===== config.mk =====
export PLATFORM = sky130hd
export DESIGN_NAME = point_set_prim_mst_core
export DESIGN_NICKNAME = d
export VERILOG_FILES = /design/src/design/psmst_pkg.sv /design/src/design/point_set_prim_mst_core.sv /design/src/design/psmst_dist.sv
export SDC_FILE = /design/constraint.sdc
export NUM_CORES = 2
export LEC_CHECK = 0
export BUFFER_PORTS_ARGS = -buffer_cell sky130_fd_sc_hd__clkbuf_2
export CORE_ASPECT_RATIO = 0.8
export CORE_MARGIN = 8
export CORE_UTILIZATION = 40
export DETAILED_ROUTE_END_ITERATION = 16
export PLACE_DENSITY = 0.62
export SLEW_MARGIN = 20
export SYNTH_ARGS = -nofsm -noshare
export SYNTH_HDL_FRONTEND = slang
export SYNTH_HIERARCHICAL = 1
export SYNTH_SLANG_ARGS = --single-unit

===== constraint.sdc =====
create_clock -name clk_i -period 6 [get_ports clk_i]
set_clock_uncertainty 0.05 [all_clocks]
set_input_delay 1.2 -clock clk_i [delete_from_list [all_inputs] [get_ports clk_i]]
set_output_delay 1.2 -clock clk_i [all_outputs]
set_load 0.05 [all_outputs]

===== src/design/psmst_pkg.sv =====
// Package for the point-set minimum spanning tree core.
// Holds the shared sizes and the pipeline tag type. It depends on nothing else.
package psmst_pkg;

  localparam int unsigned MaxPoints = 64;
  localparam int unsigned IdxW      = $clog2(MaxPoints);
  localparam int unsigned CntW      = $clog2(MaxPoints + 1);
  localparam int unsigned CoordW    = 16;
  localparam int unsigned SqW       = 2 * CoordW;
  localparam int unsigned LenW      = SqW + 1;

  typedef logic [IdxW-1:0]   idx_t;
  typedef logic [CntW-1:0]   cnt_t;
  typedef logic [CoordW-1:0] coord_t;
  typedef logic [SqW-1:0]    sq_t;
  typedef logic [LenW-1:0]   len_t;

  typedef struct packed {
    coord_t y;
    coord_t x;
  } point_t;

  typedef struct packed {
    logic valid;
    idx_t k;
  } tag_t;

endpackage


===== src/design/point_set_prim_mst_core.sv =====
// Top level of the point-set minimum spanning tree core.
// Depends on psmst_pkg and psmst_dist.
//
// Points arrive one per cycle and are stored in load order, up to 64; a point that
// arrives with the store full is dropped, but its tlast still starts the build. The
// tlast point starts Prim's method from point 0 over all stored points when there are
// at least two (else it empties the store), and one edge transaction leaves per new
// tree member, the final one with tlast set. The build holds the input stalled. In
// each round, every tree member has its point fetched, then every outside point
// passes through the single read port of the point memory and the distance
// pipeline drains; each round ends with a swap of the order memory and the edge
// transfer.
module point_set_prim_mst_core (
  input  logic        clk_i,
  input  logic        rst_ni,
  input  logic        s_axis_tvalid,
  output logic        s_axis_tready,
  input  logic [31:0] s_axis_tdata,  // point_x[15:0], point_y[31:16]
  input  logic        s_axis_tlast,  // final_point
  output logic        m_axis_tvalid,
  input  logic        m_axis_tready,
  output logic [47:0] m_axis_tdata,  // from_index[5:0], to_index[11:6],
                                     // squared_length[44:12], zero[47:45]
  output logic        m_axis_tlast   // last_edge
);

  typedef enum logic [3:0] {
    S_IDLE, S_ROUND, S_A0, S_A1, S_A2, S_SCAN, S_DRAIN,
    S_SW0, S_SW1, S_SW2, S_SW3, S_SW4, S_EMIT
  } state_e;

  localparam psmst_pkg::cnt_t FullCnt = psmst_pkg::CntW'(psmst_pkg::MaxPoints);
  localparam psmst_pkg::cnt_t OneCnt  = psmst_pkg::CntW'(1);
  localparam psmst_pkg::cnt_t TwoCnt  = psmst_pkg::CntW'(2);

  state_e            state_q;
  psmst_pkg::cnt_t   loaded_q;
  psmst_pkg::cnt_t   n_q;
  psmst_pkg::cnt_t   ts_q;
  psmst_pkg::idx_t   j_q;
  psmst_pkg::idx_t   k_q;
  psmst_pkg::idx_t   bj_q;
  psmst_pkg::idx_t   bk_q;
  psmst_pkg::len_t   best_q;
  logic              have_q;
  psmst_pkg::idx_t   to_q;
  psmst_pkg::idx_t   old_ts_q;
  psmst_pkg::idx_t   from_q;
  psmst_pkg::point_t a_q;

  psmst_pkg::point_t pt_mem [psmst_pkg::MaxPoints];
  psmst_pkg::point_t pt_rd_q;
  psmst_pkg::idx_t   ord_mem [psmst_pkg::MaxPoints];
  logic [psmst_pkg::MaxPoints-1:0] ord_vld_q;
  psmst_pkg::idx_t   ord_rd_q;
  psmst_pkg::idx_t   ord_raddr;
  logic              ord_we;
  psmst_pkg::idx_t   ord_waddr;
  psmst_pkg::idx_t   ord_wdata;

  psmst_pkg::tag_t   s1_q;
  psmst_pkg::tag_t   s2_q;
  psmst_pkg::tag_t   s1_d;
  psmst_pkg::tag_t   dtag;
  psmst_pkg::sq_t    dx2;
  psmst_pkg::sq_t    dy2;
  logic              dist_busy;
  psmst_pkg::len_t   dist_sum;

  logic              in_acc;
  logic              pt_we;
  psmst_pkg::cnt_t   n_new;
  logic              out_free;
  logic              m_valid_q;
  psmst_pkg::idx_t   m_from_q;
  psmst_pkg::idx_t   m_to_q;
  psmst_pkg::len_t   m_len_q;
  logic              m_last_q;
  logic              emit_fire;
  logic              emit_last;
  logic              pipe_busy;

  assign in_acc    = s_axis_tvalid && s_axis_tready;
  assign pt_we     = in_acc && (loaded_q != FullCnt);
  assign n_new     = loaded_q + psmst_pkg::CntW'(pt_we);
  assign out_free  = !m_valid_q || m_axis_tready;
  assign emit_fire = (state_q == S_EMIT) && out_free;
  assign emit_last = (ts_q + OneCnt) == n_q;
  assign pipe_busy = s1_q.valid || s2_q.valid || dist_busy;
  assign dist_sum  = {1'b0, dx2} + {1'b0, dy2};

  assign s_axis_tready = (state_q == S_IDLE);
  assign m_axis_tvalid = m_valid_q;
  assign m_axis_tdata  = {3'b000, m_len_q, m_to_q, m_from_q};
  assign m_axis_tlast  = m_last_q;

  always_comb begin
    unique case (state_q)
      S_SCAN:  ord_raddr = k_q;
      S_SW0:   ord_raddr = bk_q;
      S_SW1:   ord_raddr = ts_q[psmst_pkg::IdxW-1:0];
      S_SW2:   ord_raddr = bj_q;
      default: ord_raddr = j_q;
    endcase
    ord_we    = (state_q == S_SW3) || (state_q == S_SW4);
    ord_waddr = (state_q == S_SW3) ? ts_q[psmst_pkg::IdxW-1:0] : bk_q;
    ord_wdata = (state_q == S_SW3) ? to_q : old_ts_q;
    s1_d.valid = (state_q == S_SCAN);
    s1_d.k     = k_q;
  end

  // Point memory: written while loading, read at the order-memory output.
  always_ff @(posedge clk_i) begin
    if (pt_we) begin
      pt_mem[loaded_q[psmst_pkg::IdxW-1:0]] <= {s_axis_tdata[31:16], s_axis_tdata[15:0]};
    end
    pt_rd_q <= pt_mem[ord_rd_q];
  end

  // Order memory: an entry never written since the last build reads as its own index.
  always_ff @(posedge clk_i) begin
    if (ord_we) begin
      ord_mem[ord_waddr] <= ord_wdata;
    end
    ord_rd_q <= ord_vld_q[ord_raddr] ? ord_mem[ord_raddr] : ord_raddr;
  end

  always_ff @(posedge clk_i or negedge rst_ni) begin
    if (!rst_ni) begin
      ord_vld_q <= '0;
    end else if (emit_fire && emit_last) begin
      ord_vld_q <= '0;
    end else if (ord_we) begin
      ord_vld_q[ord_waddr] <= 1'b1;
    end
  end

  always_ff @(posedge clk_i or negedge rst_ni) begin
    if (!rst_ni) begin
      s1_q <= '0;
      s2_q <= '0;
    end else begin
      s1_q <= s1_d;
      s2_q <= s1_q;
    end
  end

  psmst_dist u_dist (
    .clk_i  (clk_i),
    .rst_ni (rst_ni),
    .tag_i  (s2_q),
    .pa_i   (a_q),
    .pb_i   (pt_rd_q),
    .tag_o  (dtag),
    .dx2_o  (dx2),
    .dy2_o  (dy2),
    .busy_o (dist_busy)
  );

  always_ff @(posedge clk_i or negedge rst_ni) begin
    if (!rst_ni) begin
      state_q   <= S_IDLE;
      loaded_q  <= '0;
      n_q       <= '0;
      ts_q      <= OneCnt;
      j_q       <= '0;
      k_q       <= '0;
      bj_q      <= '0;
      bk_q      <= '0;
      best_q    <= '0;
      have_q    <= 1'b0;
      to_q      <= '0;
      old_ts_q  <= '0;
      from_q    <= '0;
      a_q       <= '0;
      m_valid_q <= 1'b0;
      m_from_q  <= '0;
      m_to_q    <= '0;
      m_len_q   <= '0;
      m_last_q  <= 1'b0;
    end else begin
      if (emit_fire) begin
        m_valid_q <= 1'b1;
      end else if (m_axis_tready) begin
        m_valid_q <= 1'b0;
      end
      unique case (state_q)
        S_IDLE: begin
          if (in_acc) begin
            if (s_axis_tlast) begin
              ts_q <= OneCnt;
              if (n_new >= TwoCnt) begin
                n_q      <= n_new;
                loaded_q <= n_new;
                state_q  <= S_ROUND;
              end else begin
                loaded_q <= '0;
              end
            end else begin
              loaded_q <= n_new;
            end
          end
        end
        S_ROUND: begin
          have_q  <= 1'b0;
          j_q     <= '0;
          state_q <= S_A0;
        end
        S_A0: state_q <= S_A1;
        S_A1: state_q <= S_A2;
        S_A2: begin
          a_q     <= pt_rd_q;
          k_q     <= ts_q[psmst_pkg::IdxW-1:0];
          state_q <= S_SCAN;
        end
        S_SCAN: begin
          k_q <= k_q + psmst_pkg::IdxW'(1);
          if ({1'b0, k_q} == n_q - OneCnt) begin
            state_q <= S_DRAIN;
          end
        end
        S_DRAIN: begin
          if (!pipe_busy) begin
            j_q <= j_q + psmst_pkg::IdxW'(1);
            if (({1'b0, j_q} + OneCnt) == ts_q) begin
              state_q <= S_SW0;
            end else begin
              state_q <= S_A0;
            end
          end
        end
        S_SW0: state_q <= S_SW1;
        S_SW1: begin
          to_q    <= ord_rd_q;
          state_q <= S_SW2;
        end
        S_SW2: begin
          old_ts_q <= ord_rd_q;
          state_q  <= S_SW3;
        end
        S_SW3: begin
          from_q  <= ord_rd_q;
          state_q <= S_SW4;
        end
        S_SW4: state_q <= S_EMIT;
        S_EMIT: begin
          if (out_free) begin
            m_from_q  <= from_q;
            m_to_q    <= to_q;
            m_len_q   <= best_q;
            m_last_q  <= emit_last;
            if (emit_last) begin
              ts_q     <= OneCnt;
              loaded_q <= '0;
              state_q  <= S_IDLE;
            end else begin
              ts_q    <= ts_q + OneCnt;
              state_q <= S_ROUND;
            end
          end
        end
        default: state_q <= S_IDLE;
      endcase
      if (dtag.valid && (!have_q || dist_sum < best_q)) begin
        have_q <= 1'b1;
        best_q <= dist_sum;
        bj_q   <= j_q;
        bk_q   <= dtag.k;
      end
    end
  end

  assert property (@(posedge clk_i) disable iff (!rst_ni)
    (state_q != S_IDLE) |-> (ts_q < n_q))
    else $error("Tree size reached the point count during a build.");

  assert property (@(posedge clk_i) disable iff (!rst_ni)
    (state_q == S_A1 || state_q == S_A2) |-> (!s1_q.valid && !s2_q.valid && !dist_busy))
    else $error("Tree point fetch overlaps the distance pipeline.");

  assert property (@(posedge clk_i) disable iff (!rst_ni)
    (state_q == S_SW0) |-> (have_q && {1'b0, bk_q} >= ts_q && {1'b0, bj_q} < ts_q))
    else $error("Chosen edge endpoints lie on the wrong side of the tree.");

  assert property (@(posedge clk_i) disable iff (!rst_ni)
    (emit_fire && emit_last) |=> (state_q == S_IDLE && ord_vld_q == '0 && loaded_q == '0))
    else $error("Build state not cleared after the final edge.");

endmodule


===== src/design/psmst_dist.sv =====
// Two-stage squared distance pipeline: absolute differences, then squares.
// Uses the sizes and types of psmst_pkg.
module psmst_dist (
  input  logic              clk_i,
  input  logic              rst_ni,
  input  psmst_pkg::tag_t   tag_i,
  input  psmst_pkg::point_t pa_i,
  input  psmst_pkg::point_t pb_i,
  output psmst_pkg::tag_t   tag_o,
  output psmst_pkg::sq_t    dx2_o,
  output psmst_pkg::sq_t    dy2_o,
  output logic              busy_o
);

  psmst_pkg::tag_t   tag1_q;
  psmst_pkg::tag_t   tag2_q;
  psmst_pkg::coord_t dx_q;
  psmst_pkg::coord_t dy_q;
  psmst_pkg::sq_t    dx2_q;
  psmst_pkg::sq_t    dy2_q;
  psmst_pkg::coord_t dx_d;
  psmst_pkg::coord_t dy_d;

  always_comb begin
    dx_d = (pa_i.x > pb_i.x) ? (pa_i.x - pb_i.x) : (pb_i.x - pa_i.x);
    dy_d = (pa_i.y > pb_i.y) ? (pa_i.y - pb_i.y) : (pb_i.y - pa_i.y);
  end

  always_ff @(posedge clk_i or negedge rst_ni) begin
    if (!rst_ni) begin
      tag1_q <= '0;
      tag2_q <= '0;
    end else begin
      tag1_q <= tag_i;
      tag2_q <= tag1_q;
    end
  end

  always_ff @(posedge clk_i) begin
    dx_q  <= dx_d;
    dy_q  <= dy_d;
    dx2_q <= psmst_pkg::SqW'(dx_q) * psmst_pkg::SqW'(dx_q);
    dy2_q <= psmst_pkg::SqW'(dy_q) * psmst_pkg::SqW'(dy_q);
  end

  assign tag_o  = tag2_q;
  assign dx2_o  = dx2_q;
  assign dy2_o  = dy2_q;
  assign busy_o = tag1_q.valid | tag2_q.valid;

endmodule

* Yosys cells after proc, flatten, opt, wreduce, memory -nomap -nowiden
Memory sizes are Yosys's and may differ from the RTL's. A register that Yosys moved wholly into a read port is not among the register bits.
Index checks and enable logic that the tools add are counted.
** Storage, ports and cells
- Memories :: 2
- Bits in writable memories :: 2432
- Input bits :: 37
- Word-level logic and storage cells :: 150
- Register bits after elaboration :: 374
- Output and inout bits :: 51
** Operators by class
- Mux-type cells :: 43
- Reduce and logical (&&, ||, !) cells :: 26
- Eq/ne operators :: 23
- Add/sub/neg operators :: 11
- $lt $le $gt $ge :: 7
- Multipliers :: 2
- Bitwise operators :: 2
** Memories
- pt_mem :: depth 64, width 32, read ports 1, clocked after Yosys merged registers in 1, write ports 1, RTL line point_set_prim_mst_core.sv:51 : psmst_pkg::point_t pt_mem [psmst_pkg::MaxPoints];
- ord_mem :: depth 64, width 6, read ports 1, clocked after Yosys merged registers in 0, write ports 1, RTL line point_set_prim_mst_core.sv:53 : psmst_pkg::idx_t ord_mem [psmst_pkg::MaxPoints];
** Operators with widths (count)
- two-way mux 64 bit :: 2
- multiplier 16 x 16 -> 32 bit :: 2
- bitwise OR 64 bit :: 1
- subtractor 16 bit :: 4
- two-way mux 7 bit :: 9
- one-hot mux 4 bit (13 select lines) :: 1
- adder 32 x 32 -> 33 bit :: 1
- less-than comparator 33 bit :: 1
- greater-than comparator 16 bit :: 2
- two-way mux 16 bit :: 2
- one-hot mux 7 bit (2 select lines) :: 2
- two-way mux 4 bit :: 6
- two-way mux 6 bit :: 4
- one-hot mux 6 bit (2 select lines) :: 2
- one-hot mux 6 bit (4 select lines) :: 1
- equality test 4 bit, second input constant :: 5
- equality test 4 x 3 -> 1 bit, second input constant :: 4
- equality test 7 bit :: 2
- less-than comparator 6 x 7 -> 1 bit, second input constant :: 2
- adder 6 x 1 -> 6 bit, second input constant :: 2
- AND reduction 4 bit :: 3
- nonzero test 2 bit :: 6
- two-way mux 1 bit :: 11
- equality test 4 x 2 -> 1 bit, second input constant :: 2
- other kinds (21) :: 37

* Logic depth before layout (Yosys ltp)
- Word-level depth :: 9
- Mapped depth :: 24
- Gate-level depth less buffers :: 22

* Hierarchy
Netlist, hierarchy kept.
** Modules (own cells, without submodules)
- point_set_prim_mst_core :: sequential area each 80248.2 sq um, instances 1, area each 107511.9 sq um, cells an instance 5486
- psmst_dist :: sequential area each 2232.1 sq um, instances 1, area each 20208.1 sq um, cells an instance 2279

* Worst setup path after synthesis
Ideal clock, no wire load.
- Path type :: reg2reg
- Start point :: register u_dist.dx_q[4]
- End point :: register u_dist.dx2_q[28], in the netlist u_dist/dx2_o[28]
- Slack :: 0.205 ns
- Path buffers :: 2
- Clock period less this slack :: 5.795 ns
- Cell stages (with the launch flop) :: 21
- Library setup time :: 0.121 ns
- Required time :: 5.829 ns
- Arrival time :: 5.624 ns
- Path through :: dfxtp_1 > clkbuf_1 > clkbuf_1 > nand2_1 > fa_1 > inv_1 > fa_1 > fa_1 > fa_1 > fa_1 > inv_1 > fa_1 > inv_1 > ha_1 > and3_1 > nand2_1 > or4_1 > o2bb2ai_1 > nand4_1 > o21ba_1 > xnor2_1
** On the way
- Word-level cells in the longest chain between the ends :: 1
** RTL lines
- start: declaration :: RTL line psmst_dist.sv:17 : psmst_pkg::coord_t dx_q;
- start signal: assignment :: RTL line psmst_dist.sv:40 : dx_q <= dx_d;
- multiplier 16 x 16 -> 32 bit :: RTL line psmst_dist.sv:42 : dx2_q <= psmst_pkg::SqW'(dx_q) * psmst_pkg::SqW'(dx_q);
- end signal: assignment :: RTL line psmst_dist.sv:42
- end: declaration :: RTL line psmst_dist.sv:19 : psmst_pkg::sq_t dx2_q;
No other way between the ends.
A chain may end at the register's enable or synchronous reset.

* Worst setup path in the final report
- Start point :: register u_dist.dy_q[9]
- End point :: register u_dist.dy2_q[30], in the netlist u_dist/dy2_o[30]
** On the way
- Word-level cells in the longest chain between the ends :: 1
** RTL lines
- start: declaration :: RTL line psmst_dist.sv:18 : psmst_pkg::coord_t dy_q;
- start signal: assignment :: RTL line psmst_dist.sv:41 : dy_q <= dy_d;
- multiplier 16 x 16 -> 32 bit :: RTL line psmst_dist.sv:43 : dy2_q <= psmst_pkg::SqW'(dy_q) * psmst_pkg::SqW'(dy_q);
- end signal: assignment :: RTL line psmst_dist.sv:43
- end: declaration :: RTL line psmst_dist.sv:20 : psmst_pkg::sq_t dy2_q;
No other way between the ends.

==> impl_metrics.ini <==
[logic_synthesis]
yosys_most_used_dff = edfxtp_1
synth_top_area_cell = edfxtp_1
synth_mux_area_share_pct = 13.8
yosysTopAreaCellShare_pct = 57.2
synth_seq_cells = 2836
synthXorXnorAreaFrac_pct = 1.03
synth_top_family_by_area = multiplexers
synth-compound-area-share_pct = 3.71
synthSimpleGateAreaFrac_pct = 5.42
syn_inst = 7765
async_flop_share_pct = 9.59
synth-warning-count = 6
syn_area_per_cell_um2 = 16.4
synthAdderAreaFrac_pct = 8.41
synthTopCellsByArea = edfxtp_1 (57%), mux4_2 (12%), dfrtp_1 (5.3%)
synth_enable_flop_cells = 2432
synth_area_um2 = 128000
synth-seq-area-share_pct = 64.6
synth_cell_types = 107

[timing]
slew_viol_final = 0
max_slew_margin_pct = 21.4
fmax_mhz = 173
finalSetupViolations = 0
worst-slew-pin-transition_ns = 1.18
fin_crit_sh_pct = 96.2
post-route-min-period_ns = 5.77
hold_viol_final = 0
holdWs_ns = 0.284

[cts]
path_clk_slew_ns = 0.06
cts_max_level = 5
clk_latency_ns = 0.88
cts_max_path_buffers = 4
cts_tree = done
hold_buffers = 0
cts-root-buf = clkbuf_16
clock_sink_count = 2836
numCtsBuffers = 285

[floorplan]
die_area_um2 = 338000
num_rows = 185
io_pins = 88
initial_core_util_pct = 40.2
die_h_um = 521
core_um2 = 318000
die_x_um = 648

[status]
outcome = completed

[detailed_routing]
first_iter_violations = 7409
routedWlPerCell_um = 25.9
detail_route.first_pass.iterations = 6
drcViolationCount = 0
wirelength_um = 323000
avgViaCountPerCell = 5.59
vias = 69600
ant_nets = 0

[global_routing]
grt_use_total_pct = 18.7
antenna_found_initial = 25
gr-total-overflow = 0
grt_pass1_wl_um = 476000
grt_max_degree = 133
first_global_vias = 69900

[critical_path]
reg2reg_depth = 21
end_kind = flop
critical_path.max_fanout = 13
crit_type = flop to flop
required_ns = 6.65
path_delay_family = adder cells
r2r_slack_ns = 0.23
cp_num_buf_inv = 8
crit_cells = 21
regToRegStartpoint = u_dist/dy_q[9]$_DFF_P_
r2r_end = u_dist/dy2_o[30]$_DFF_P_
slowest_delay_ns = 0.54
crit_path_start_kind = flop
crit_end = u_dist/dy2_o[30]$_DFF_P_
worstPathCellList = buf_6 > and2_1 > inv_1 > fa_1 > inv_1 > fa_1 > inv_1 > fa_1 > inv_1 > fa_1 > fa_1 > inv_1 > fa_1 > inv_1 > ha_1 > buf_4 > nand2_1 > nor4_4 > o211ai_1 > and3_1 > nor3_1
arrival_ns = 6.43
slowest_stage = fa_1
crit_start = u_dist/dy_q[9]$_DFF_P_

[placed_design]
io_buffers = 84
placed_cell_area_um2 = 134000
hpwl_um = 205000
routabilityCongestion = 0.870
dp.cells = 11900

[job]
cap_viol_max_count = 0

[layout]
fin_util_pct = 45.3
syn_to_final_growth_pct = 12.6
layout-drive-gt1-share_pct = 20.7
fin_area_um2 = 144000
num-nets-final = 8721
finalNonFillerCells = 12500

[min_path]
hp-class = flop to flop
hp-start = u_dist/tag1_q[2]$_DFF_PN0_
==> routing by layer <==
| layer | vias to the layer above | part of all wire [%] | track usage, % |
|---|---|---|---|
| met5 | - | 0.017 | 0 |
| met4 | 8 | 1.8 | 3.54 |
| met3 | 405 | 7.8 | 3.32 |
| met2 | 2702 | 46 | 29.6 |
| met1 | 36800 | 44 | 27.5 |
| li1 | 29800 | - | - |
==> metrics by stage <==
step           setup slack, ns  TNS, ns
2_1_floorplan            0.205        0
3_3_place_gp           -0.0324  -0.0324
3_5_place_dp           -0.0285  -0.0384
4_1_cts                 0.0116        0
5_1_grt                -0.0298  -0.0298
6_report                 0.225        0
==> placed cells by master, fill, tap and decap left out, types with 22 or more instances in the layout <==
cell,n
dfxtp_1,105
a21o_1,69
clkbuf_16,292
a21oi_1,182
a31oi_1,50
and2_1,74
edfxtp_1,2432
ha_1,329
o21ai_0,148
clkinv_1,49
mux2i_1,63
nand4_1,37
nor2_4,65
inv_1,622
clkbuf_1,54
nor2_1,331
fa_1,329
nor3_1,33
nand3_1,137
clkbuf_2,64
nand2_1,670
mux4_2,703
dfrtp_1,271
a311oi_1,22
xor2_1,52
clkinv_2,53
mux2_2,92
buf_12,24
nor2b_1,31
and3_1,43
nand2b_1,36
buf_4,229
xnor2_1,97
==> how the worst min path moves through the flow <==
stage | endpoint | slack [ns] | cells after the start
2_1_floorplan | s2_q[0]$_DFF_PN0_ | 0.28 | 0
3_3_place_gp | u_dist/tag1_q[3]$_DFF_PN0_ | 0.28 | 0
3_5_place_dp | s2_q[0]$_DFF_PN0_ | 0.28 | 0
4_1_cts | u_dist/tag_o[2]$_DFF_PN0_ | 0.28 | 0
5_1_grt | u_dist/tag_o[2]$_DFF_PN0_ | 0.30 | 0
6_report | u_dist/tag_o[2]$_DFF_PN0_ | 0.28 | 0
==> sequential cells by signal, summed over array words and instances, names as in the netlist, 7 cells and up <==
register	cells
pt_mem	2048
ord_mem	384
ord_vld_q	64
best_q	33
m_len_q	33
a_q	32
pt_rd_q	32
u_dist/dx2_o	31
u_dist/dy2_o	31
u_dist/dx_q	16
u_dist/dy_q	16
loaded_q	7
n_q	7
s1_q	7
s2_q	7
ts_q	7
u_dist/tag1_q	7
u_dist/tag_o	7
==> timing repair <==
| item | 4_1_cts | 5_1_grt |
|---|---|---|
| buffers inserted | 0 | 2 |
| setup endpoints to repair | 5 | 26 |
| pin swaps | 0 | 4 |
| endpoints found under the hold margin | 0 | 0 |
| gates resized for setup | 4 | 50 |
==> synth_stat cells, types with 18 or more instances <==
cell	count
edfxtp_1	2432
mux4_2	703
nand2_1	678
inv_1	622
nor2_1	397
ha_1	332
fa_1	329
dfrtp_1	271
clkbuf_1	221
a21oi_1	183
o21ai_0	150
nand3_1	137
dfxtp_1	132
xnor2_1	98
mux2_2	92
and2_1	78
a21o_1	69
mux2i_1	63
buf_1	57
a31oi_1	52
xor2_1	52
buf_2	51
and3_1	43
nand4_1	37
nand2b_1	36
nor3_1	35
nor2b_1	31
a311oi_1	22
o31ai_1	20
o21a_1	19
o21bai_1	19
o21ai_1	18
==> worst reg2reg max path: stages, from the launching register on <==
cell and delay, ns:
dfxtp_2 0.38, buf_6 0.17, and2_1 0.18, inv_1 0.06, fa_1 0.49, inv_1 0.06
fa_1 0.50, inv_1 0.06, fa_1 0.54, inv_1 0.05, fa_1 0.45, fa_1 0.50
inv_1 0.05, fa_1 0.47, inv_1 0.04, ha_1 0.29, buf_4 0.16, nand2_1 0.14
nor4_4 0.38, o211ai_1 0.23, and3_1 0.22, nor3_1 0.17
==> kinds of logic (layout without fill, tap and decap cells) <==
| logic type | count (synthesis) | count (layout) |
|---|---|---|
| muxes | 864 | 864 |
| xor gates and xnor gates | 150 | 150 |
| DFF | 2836 | 2836 |
| and+or+nand+nor | 1554 | 1554 |
| other | 2 | 10 |
| buffers and inverters | 980 | 1458 |
| AOI/OAI and AO/OA | 718 | 718 |
| adders and majority gates | 661 | 661 |
==> final cells by class <==
cell class / count / area [um2]
Timing Repair Buffer: 326 / 2590
Clock inverter: 155 / 1350
Sequential cell: 2836 / 82500
Tap cell: 4207 / 5260
Inverter: 622 / 2330
Clock buffer: 355 / 7630
Antenna cell: 5 / 12.5
Multi-Input combinational cell: 3952 / 42000
Fill cell: 27100 / 174000
Power is left out: the tool's default activity adds up to more than one toggle a clock period on the data nets, which glitch-free logic cannot reach.
